===== src/kpsde_pkg.sv =====
// shared types, key codes and the key-to-digit table for the keypad scanner
package kpsde_pkg;

    localparam int MATRIX_W   = 12;
    localparam int MAX_KEYS   = 12;
    localparam int KEY_W      = 4;
    localparam int ENTRY_W    = 16;
    localparam int TICK_W     = 32;
    localparam int INTERVAL_W = 16;

    localparam logic [KEY_W-1:0] NO_KEY   = 4'd12;
    localparam logic [KEY_W-1:0] STAR_KEY = 4'd9;
    localparam logic [KEY_W-1:0] ZERO_KEY = 4'd10;
    localparam logic [KEY_W-1:0] HASH_KEY = 4'd11;

    localparam logic [INTERVAL_W-1:0] SCAN_INTERVAL_RESET = 16'd100;

    typedef logic [KEY_W-1:0] key_t;

    typedef struct packed {
        logic                  is_digit;
        logic [3:0]            value;
    } digit_t;

    // one result beat
    typedef struct packed {
        logic                  scan_done;
        key_t                  key_index;
        logic                  new_press;
        logic [ENTRY_W-1:0]    entered_value;
        logic                  lamp_off;
        logic                  timer_start;
        logic [TICK_W-1:0]     start_time;
    } result_t;

    // digit value of a key position: keys 0-8 are 1-9, zero key is 0
    function automatic digit_t digit_of_key(input key_t key);
        digit_t d;
        d.is_digit = 1'b0;
        d.value    = 4'd0;
        if (key < STAR_KEY) begin
            d.is_digit = 1'b1;
            d.value    = key + 4'd1;
        end else if (key == ZERO_KEY) begin
            d.is_digit = 1'b1;
            d.value    = 4'd0;
        end
        return d;
    endfunction

endpackage


===== src/kpsde_key_pick.sv =====
// priority encoder: lowest pressed key within the active part of the matrix
module kpsde_key_pick #(
    parameter int KEY_COUNT = 12
) (
    input  logic [kpsde_pkg::MATRIX_W-1:0] key_matrix,
    output kpsde_pkg::key_t                key_index
);
    import kpsde_pkg::*;

    // bits at or above the key count are ignored
    localparam int USED = (KEY_COUNT > MAX_KEYS) ? MAX_KEYS : KEY_COUNT;

    // scan downwards so the lowest set bit wins
    always_comb begin
        key_index = NO_KEY;
        for (int i = USED - 1; i >= 0; i--) begin
            if (key_matrix[i]) begin
                key_index = KEY_W'(i);
            end
        end
    end

endmodule


===== src/kpsde_scan_ctrl.sv =====
// tick counting, scan timing, new-press detection and digit entry state
module kpsde_scan_ctrl #(
    parameter int KEY_COUNT = 12
) (
    input  logic                             aclk,
    input  logic                             aresetn,
    input  logic                             step,
    input  logic [kpsde_pkg::MATRIX_W-1:0]   key_matrix,
    input  logic [kpsde_pkg::INTERVAL_W-1:0] scan_interval,
    output kpsde_pkg::result_t               result
);
    import kpsde_pkg::*;

    logic [TICK_W-1:0]  tick_reg, tick_next;
    logic [TICK_W-1:0]  last_scan_reg, last_scan_next;
    key_t               prev_key_reg, prev_key_next;
    logic [ENTRY_W-1:0] entry_reg, entry_next;
    logic [TICK_W-1:0]  start_reg, start_next;

    logic [TICK_W-1:0]  elapsed;
    logic               scan;
    key_t               picked;
    key_t               key;
    logic               fresh;
    digit_t             digit;
    logic [ENTRY_W-1:0] entry_times_ten;

    kpsde_key_pick #(
        .KEY_COUNT (KEY_COUNT)
    ) u_key_pick (
        .key_matrix (key_matrix),
        .key_index  (picked)
    );

    // interval test on the incremented tick, modulo 2^32
    always_comb begin
        tick_next = tick_reg + TICK_W'(1);
        elapsed   = tick_next - last_scan_reg;
        scan      = elapsed > {{(TICK_W-INTERVAL_W){1'b0}}, scan_interval};
        key       = scan ? picked : NO_KEY;
        fresh     = scan && (picked != NO_KEY) && (picked != prev_key_reg);
        digit     = digit_of_key(picked);
        entry_times_ten = (entry_reg << 3) + (entry_reg << 1);
    end

    // next state
    always_comb begin
        last_scan_next = last_scan_reg;
        prev_key_next  = prev_key_reg;
        entry_next     = entry_reg;
        start_next     = start_reg;
        if (scan) begin
            last_scan_next = tick_next;
            if (fresh) begin
                prev_key_next = picked;
                if (digit.is_digit) begin
                    entry_next = entry_times_ten + ENTRY_W'(digit.value);
                end else if (picked == HASH_KEY) begin
                    start_next = tick_next;
                end
            end else if (picked == NO_KEY) begin
                prev_key_next = NO_KEY;
            end
        end
    end

    // result of this tick
    always_comb begin
        result.scan_done     = scan;
        result.key_index     = key;
        result.new_press     = fresh;
        result.entered_value = entry_next;
        result.lamp_off      = fresh && digit.is_digit;
        result.timer_start   = fresh && (picked == HASH_KEY);
        result.start_time    = start_next;
    end

    // state registers, advanced once per accepted beat
    always_ff @(posedge aclk) begin
        if (!aresetn) begin
            tick_reg      <= '0;
            last_scan_reg <= '0;
            prev_key_reg  <= NO_KEY;
            entry_reg     <= '0;
            start_reg     <= '0;
        end else if (step) begin
            tick_reg      <= tick_next;
            last_scan_reg <= last_scan_next;
            prev_key_reg  <= prev_key_next;
            entry_reg     <= entry_next;
            start_reg     <= start_next;
        end
    end

endmodule


===== src/keypad_scan_digit_entry.sv =====
// top level of the keypad scanner with decimal digit entry
// Each input beat is one tick carrying a sampled key matrix; every beat gives
// exactly one result beat in the following cycle. One beat is taken per cycle
// unless stalled: the tick state is updated in a single combinational pass
// (32-bit increment and interval compare, priority encode, times-ten add) and
// the result lands in an output register. s_ready is high whenever that
// register is empty or is being emptied in the same cycle, so a stall on the
// result side holds the input side only while a finished result is waiting.
module keypad_scan_digit_entry #(
    parameter int KEY_ROWS = 4,
    parameter int KEY_COLS = 3
) (
    input  logic                              aclk,
    input  logic                              aresetn,
    // configuration
    input  logic                              cfg_wr_en,
    input  logic [kpsde_pkg::INTERVAL_W-1:0]  cfg_wr_data,
    // input ticks
    input  logic                              s_valid,
    output logic                              s_ready,
    input  logic [kpsde_pkg::MATRIX_W-1:0]    s_key_matrix,
    // results
    output logic                              m_valid,
    input  logic                              m_ready,
    output logic                              m_scan_done,
    output logic [kpsde_pkg::KEY_W-1:0]       m_key_index,
    output logic                              m_new_press,
    output logic [kpsde_pkg::ENTRY_W-1:0]     m_entered_value,
    output logic                              m_lamp_off,
    output logic                              m_timer_start,
    output logic [kpsde_pkg::TICK_W-1:0]      m_start_time
);
    import kpsde_pkg::*;

    localparam int KEY_COUNT = KEY_ROWS * KEY_COLS;

    logic [INTERVAL_W-1:0] interval_reg;
    logic                  out_valid_reg, out_valid_next;
    result_t               out_reg;
    result_t               result;
    logic                  step;

    assign s_ready = !out_valid_reg || m_ready;
    assign step    = s_valid && s_ready;

    // scan interval register
    always_ff @(posedge aclk) begin
        if (!aresetn) begin
            interval_reg <= SCAN_INTERVAL_RESET;
        end else if (cfg_wr_en) begin
            interval_reg <= cfg_wr_data;
        end
    end

    kpsde_scan_ctrl #(
        .KEY_COUNT (KEY_COUNT)
    ) u_scan_ctrl (
        .aclk          (aclk),
        .aresetn       (aresetn),
        .step          (step),
        .key_matrix    (s_key_matrix),
        .scan_interval (interval_reg),
        .result        (result)
    );

    // output register
    always_comb begin
        out_valid_next = out_valid_reg;
        if (step) begin
            out_valid_next = 1'b1;
        end else if (m_ready) begin
            out_valid_next = 1'b0;
        end
    end

    always_ff @(posedge aclk) begin
        if (!aresetn) begin
            out_valid_reg <= 1'b0;
        end else begin
            out_valid_reg <= out_valid_next;
        end
    end

    always_ff @(posedge aclk) begin
        if (step) begin
            out_reg <= result;
        end
    end

    assign m_valid         = out_valid_reg;
    assign m_scan_done     = out_reg.scan_done;
    assign m_key_index     = out_reg.key_index;
    assign m_new_press     = out_reg.new_press;
    assign m_entered_value = out_reg.entered_value;
    assign m_lamp_off      = out_reg.lamp_off;
    assign m_timer_start   = out_reg.timer_start;
    assign m_start_time    = out_reg.start_time;

endmodule


===== config.mk =====
export PLATFORM = sky130hd
export DESIGN_NAME = keypad_scan_digit_entry
export DESIGN_NICKNAME = d
export VERILOG_FILES = /design/src/kpsde_pkg.sv /design/src/kpsde_key_pick.sv /design/src/kpsde_scan_ctrl.sv /design/src/keypad_scan_digit_entry.sv
export SDC_FILE = /design/constraint.sdc
export NUM_CORES = 1
export LEC_CHECK = 0
export BUFFER_PORTS_ARGS = -buffer_cell sky130_fd_sc_hd__buf_4
export CAP_MARGIN = 15
export CORE_MARGIN = 3
export CORE_UTILIZATION = 40
export CTS_CLUSTER_SIZE = 12
export DETAILED_ROUTE_END_ITERATION = 7
export SYNTH_ARGS = -nofsm -noshare
export SYNTH_HDL_FRONTEND = slang
export SYNTH_SLANG_ARGS = --single-unit

===== constraint.sdc =====
create_clock -name aclk -period 11.52 [get_ports aclk]
set_clock_uncertainty 0.2 [all_clocks]
set_input_delay 1.152 -clock aclk [delete_from_list [all_inputs] [get_ports aclk]]
set_output_delay 1.152 -clock aclk [all_outputs]
set_load 0.01 [all_outputs]

### Yosys cells after proc, flatten, opt, wreduce, memory -nomap -nowiden

Index checks and enable logic that the tools add are counted.

* bits in registers: 189
* latch bits: 0
* memory bits (writable): 0
* bits in read-only memories: 0
* output and inout port bits: 58
* word-level logic and storage cells: 62
* memories: 0

* add/subtract/negate cells: 5
* multipliers: 0
* divide/modulo/power cells: 0
* order comparisons: 2
* eq/ne operators: 5
* shift-type cells: 0
* mux-type cells: 25
* bitwise gates (word level): 0
* reductions and logical operators: 11

Operators with widths (count)
* 32-bit 2-to-1 mux: 4
* 4-bit 2-to-1 mux: 13
* 16-bit 2-to-1 mux: 3
* 32-bit by 1-bit adder with 32-bit output (second input constant): 1
* 32-bit by 16-bit > comparator with 1-bit output: 1
* 32-bit subtractor: 1
* 16-bit adder: 1
* 16-bit by 4-bit adder with 16-bit output: 1
* 4-bit == test (second input constant): 3
* 5-bit 2-to-1 mux: 2
* 1-bit logical AND: 5
* 4-bit by 1-bit adder with 4-bit output (second input constant): 1
* 4-bit < comparator (second input constant): 1
* 4-bit != test: 1
* 4-bit != test (second input constant): 1
* 2-bit nonzero test: 2
* 3-bit 2-to-1 mux: 1
* 3-bit AND reduction: 1
* 1-bit 2-to-1 mux: 2
* 2-bit AND reduction: 1
* 1-bit logical NOT: 1
* 1-bit logical OR: 1

### Logic depth before layout (Yosys ltp)

* depth after elaboration: 19
* depth in mapped cells: 29

### Hierarchy

A second synthesis with hierarchy kept.

* cell total of the unflattened synthesis: 1207
* area total of the unflattened synthesis: 11395.9 um2

Modules (own cells, without submodules)
* kpsde_scan_ctrl: instances 1, cells an instance 1074, area an instance 8951.1 um2, sequential area each 2322.2 um2
* keypad_scan_digit_entry: instances 1, cells an instance 112, area an instance 2333.5 um2, sequential area each 2021.9 um2
* kpsde_key_pick: instances 1, cells an instance 21, area an instance 111.4 um2, sequential area each 0.0 um2

### Worst setup path before layout

No wires, ideal clock.

* path kind: register -> register
* from: reg u_scan_ctrl.tick_reg[0]
* to: reg out_reg, in the netlist m_entered_value[1] (data pin)
* data arrival time: 5494 ps
* data required time: 11060 ps
* setup slack: 5566 ps
* cell stages (with the launch flop): 26
* buffers on the path: 5
* cell sequence: dfxtp_1 -> ha_1 -> nand3_1 -> nor2_1 -> and3_1 -> clkbuf_1 -> nand2_1 -> nor3_1 -> nand2_1 -> xnor2_1 -> ha_1 -> clkbuf_1 -> a21o_1 -> a32oi_1 -> o211ai_1 -> a21o_1 -> and2_1 -> or4_1 -> a2111oi_0 -> nor4b_1 -> and3_1 -> buf_6 -> or3_1 -> buf_2 -> buf_6 -> mux2_4

RTL lines
* from (decl): line kpsde_scan_ctrl.sv:14 `logic [TICK_W-1:0] tick_reg, tick_next;`
* from (signal assigned): line kpsde_scan_ctrl.sv:87 `tick_reg <= tick_next;`
* to (signal assigned): line keypad_scan_digit_entry.sv:86 `out_reg <= result;`
* to (decl): line keypad_scan_digit_entry.sv:39 `result_t out_reg;`

==> flow_summary_export.csv <==
group,metric,value,unit
run_status,outcome,"finished, final reports clean",
sta,hold_violations,0,
grt,grt_pass1_vias,8531,
clock_tree,cts_buffers,17,
sta,finalSetupTns,0,ps
critical_path,r2r_slack,3810,ps
synth,avgSynthCellArea,9.27,um^2
floorplanning,ioPinCount,91,
placed_design,placed_cell_area,12500,um^2
pwr,p_sw_share,29.4,%
sta,post-route-period-util,66.9,%
sta,fmax,130,MHz
routing,num_vias,8809,
grt,grt_overflow,0,
finish,n_fill_cell,2690,
critical_path,reg2reg_to,"m_start_time[4]$_DFFE_PP_",
pwr,p_comb_share,18.5,%
critical_path,crit_end,"m_start_time[4]$_DFFE_PP_",
sta,rsz0062_at_grt,"no",
synth,synth_edf_count,56,
floorplanning,fp.dieW,177,um
clock_tree,cts_tree,"yes",
finish,fin_area,13100,um^2
floorplanning,dieArea,31200,um^2
critical_path,worstSetupStartpointType,"flop",
clock_tree,htree_levels,4,
run,maxCapViolCount,0,
routing,drt-initial-drc-count,427,
clock_tree,root_buffer,"clkbuf_16",
synth,yosysTopAreaCell,"dfxtp_1",
placed_design,io_buffers,90,
routing,wire_per_inst,15.6,um
synth,syn_inst,1254,
synth,synth_top_flop_cell,"dfxtp_1",
synth,synthesis.area,11600,um^2
critical_path,crit_fanout,17,
synth,synth_top_area_share,22.9,%
finish,final_nets,1422,
pwr,p_leak,6.05,nW
critical_path,worstPathRequired,11510,ps
synth,async_reset_ff_share,0,%
critical_path,timing.rr.start,"u_scan_ctrl.tick_reg[0]$_SDFFE_PN0P_",
routing,ant_nets,0,
critical_path,slowest_delay,800,ps
finish,antenna_cells,0,
critical_path,startpoint,"u_scan_ctrl.tick_reg[0]$_SDFFE_PN0P_",
critical_path,slowest_stage,"nor3_1",
finish,syn_to_final_growth,13.0,%
clock_tree,clkSlewWorstSetupHoldPaths,80,ps
grt,antenna_found_initial,0,
floorplanning,fp-row-count,61,
floorplanning,start_util,41.2,%
placed_design,gp_congestion,0.912,
finish,final_layout_size_suffix_gt1_share,14.8,%
clock_tree,cts_sinks,189,
critical_path,cp_cell_sequence,"ha_1, nand3_1, nor2_1, and3_1, nand2_1, nor3_1, nand2_1, xnor2_1, ha_1, a21o_1, a32oi_1, o211ai_1, a21o_1, and2_1, or4_1, a2111oi_0, nor4b_1, and3_1, or3_2, buf_4, mux2_4",
clock_tree,hold_buffers,0,
synth,ys_top_cells_by_count,"nand2_1, dfxtp_1, mux2i_1",
critical_path,crit_arrival,7700,ps
floorplanning,die_h,177,um
sta,slew_headroom,32.0,%
routing,drc_errors,0,
critical_path,path_class,"reg -> reg",
synth,ys_ff_latch,189,
synth,syn_nets,1367,
synth,synth_top_cells_by_area,"dfxtp_1, edfxtp_1, mux2i_1, ha_1, nand2_1",
clock_tree,clkLatencyLatePin,440,ps
critical_path,r2r_cells,21,
placed_design,post-dp-hpwl,19000,um
pwr,switching_power,0.000484,W
clock_tree,cts-resized-gates,0,
sta,worst-slew-pin-transition,1010,ps
floorplanning,core,28200,um^2
pwr,power.internal,0.00116,W
routing,totalWireLength,26500,um
grt,grt_max_degree,89,
finish,final_core_util,46.5,%
routing,routed_via_density,5.18,
clock_tree,post-cts-setup-buffers,0,
synth,synth.distinct_cells,72,
pwr,powerDensity,125,nW/um^2
sta,period_minus_slack,7710,ps
grt,grt_pass1_wl,43600,um
sta,setup_viol,0,
sta,slew_viol_final,0,
clock_tree,clk_path_buf_depth,2,
critical_path,endpoint_kind,"flop",
routing,first_pass_iters,5,
synth,yosys.cell_count.top_type,"nand2_1",
hold_path,hold_class,"reg -> reg",
pwr,clkPwrFrac,37.1,%
pwr,peakVddDrop,0.0780,mV
synth,yosysSeqAreaShare,37.4,%
synth,yosysWarnings,0,
pwr,seq_power_share,44.4,%
grt,groute.usage.overall,17.3,%
==> cell families after synthesis <==
group	Yosys count	share of synthesized area, %
AO/OA/AOI/OAI	172	9.79
XOR/XNOR	96	7.46
multiplexers	144	14.1
AND/OR/NAND/NOR	435	17.3
flip-flops	189	37.4
adder cells (fa/ha/maj)	80	8.80
buffers and inverters	138	5.23
==> power groups by stage <==
stage          logic [W]  registers [W]  clock network (W)
2_1_floorplan   0.000212       0.000751                  0
4_1_cts         0.000308       0.000731           0.000630
6_report        0.000305       0.000730           0.000612
3_5_place_dp    0.000306       0.000746                  0
3_3_place_gp    0.000303       0.000746                  0
5_1_grt         0.000340       0.000734           0.000657
==> worst max-delay path: cells and delay by family (launching register included) <==
| kind | cells | cell delay, ps |
|---|---|---|
| adders and majority gates | 2 | 630 |
| DFF | 1 | 430 |
| and+or+nand+nor | 11 | 3970 |
| buffers and inverters | 1 | 480 |
| AOI/OAI and AO/OA | 5 | 1110 |
| xor gates and xnor gates | 1 | 290 |
| muxes | 1 | 340 |
==> stage by stage <==
stage | hold WS (ps) | power (W) | setup WS [ps] | std cells
after floorplan | 235 | 0.000963 | 5570 | 1254
after global placement | 244 | 0.00105 | 4160 | 1668
after detailed placement | 247 | 0.00105 | 3930 | 1668
after CTS | 262 | 0.00167 | 3900 | 1700
after global routing | 274 | 0.00173 | 3250 | 1700
final | 258 | 0.00165 | 3810 | 1700
==> layout make-up <==
class	count	area (um^2)	area share, %
Sequential cell	189	4340	33.1
Clock buffer	18	450	3.43
Clock inverter	14	163	1.24
Multi-Input combinational cell	927	6690	50.9
Timing Repair Buffer	97	728	5.54
Tap cell	378	473	3.60
Inverter	77	289	2.20
==> how the worst min path moves through the flow <==
stage / endpoint / cells past startpoint / startpoint / slack [ps]
3_5_place_dp: u_scan_ctrl.last_scan_reg[29]$_SDFFE_PN0P_ / 2 / u_scan_ctrl.last_scan_reg[29]$_SDFFE_PN0P_ / 250
5_1_grt: u_scan_ctrl.last_scan_reg[18]$_SDFFE_PN0P_ / 2 / u_scan_ctrl.last_scan_reg[18]$_SDFFE_PN0P_ / 270
6_report: u_scan_ctrl.last_scan_reg[19]$_SDFFE_PN0P_ / 2 / u_scan_ctrl.last_scan_reg[19]$_SDFFE_PN0P_ / 260
2_1_floorplan: u_scan_ctrl.entry_reg[15]$_SDFFE_PN0P_ / 2 / u_scan_ctrl.entry_reg[15]$_SDFFE_PN0P_ / 230
3_3_place_gp: u_scan_ctrl.start_reg[30]$_SDFFE_PN0P_ / 2 / u_scan_ctrl.start_reg[30]$_SDFFE_PN0P_ / 240
4_1_cts: u_scan_ctrl.last_scan_reg[29]$_SDFFE_PN0P_ / 2 / u_scan_ctrl.last_scan_reg[29]$_SDFFE_PN0P_ / 260
==> cell usage in the layout, fill, tap and decap left out, types with 4 or more instances in the layout <==
master | netlist | routed
inv_6 | 0 | 5
xnor2_1 | 45 | 45
nand3_1 | 26 | 26
a31oi_1 | 9 | 9
nor2_1 | 97 | 96
nand2_1 | 194 | 193
or2_2 | 4 | 4
or3_1 | 13 | 12
a21oi_1 | 51 | 51
buf_4 | 0 | 97
clkinv_8 | 0 | 4
clkbuf_16 | 0 | 18
xor2_1 | 49 | 49
and3_1 | 13 | 13
nand2b_1 | 11 | 11
o21bai_1 | 7 | 7
inv_8 | 0 | 4
nor3_1 | 18 | 18
nor4_1 | 8 | 8
o21a_1 | 7 | 7
a211oi_1 | 5 | 5
nor2b_1 | 5 | 5
mux2i_1 | 98 | 98
a21boi_0 | 5 | 5
inv_1 | 75 | 75
and2_1 | 6 | 6
ha_1 | 77 | 77
dfxtp_1 | 133 | 133
nand4_1 | 20 | 20
edfxtp_1 | 56 | 56
a21o_1 | 22 | 22
o21ai_0 | 21 | 21
o211ai_1 | 12 | 12
mux2_2 | 10 | 10
o31ai_1 | 4 | 4
mux2_4 | 36 | 36
==> metal layers <==
layer,global-route usage (%),wire length [um],up-vias
li1,-,-,4460
met1,24.5,13300,4182
met2,27.9,12000,152
met3,2.97,932,15
met4,3.73,302,0
met5,0,0,-
Note: power is estimated with default switching activity, not from simulation.
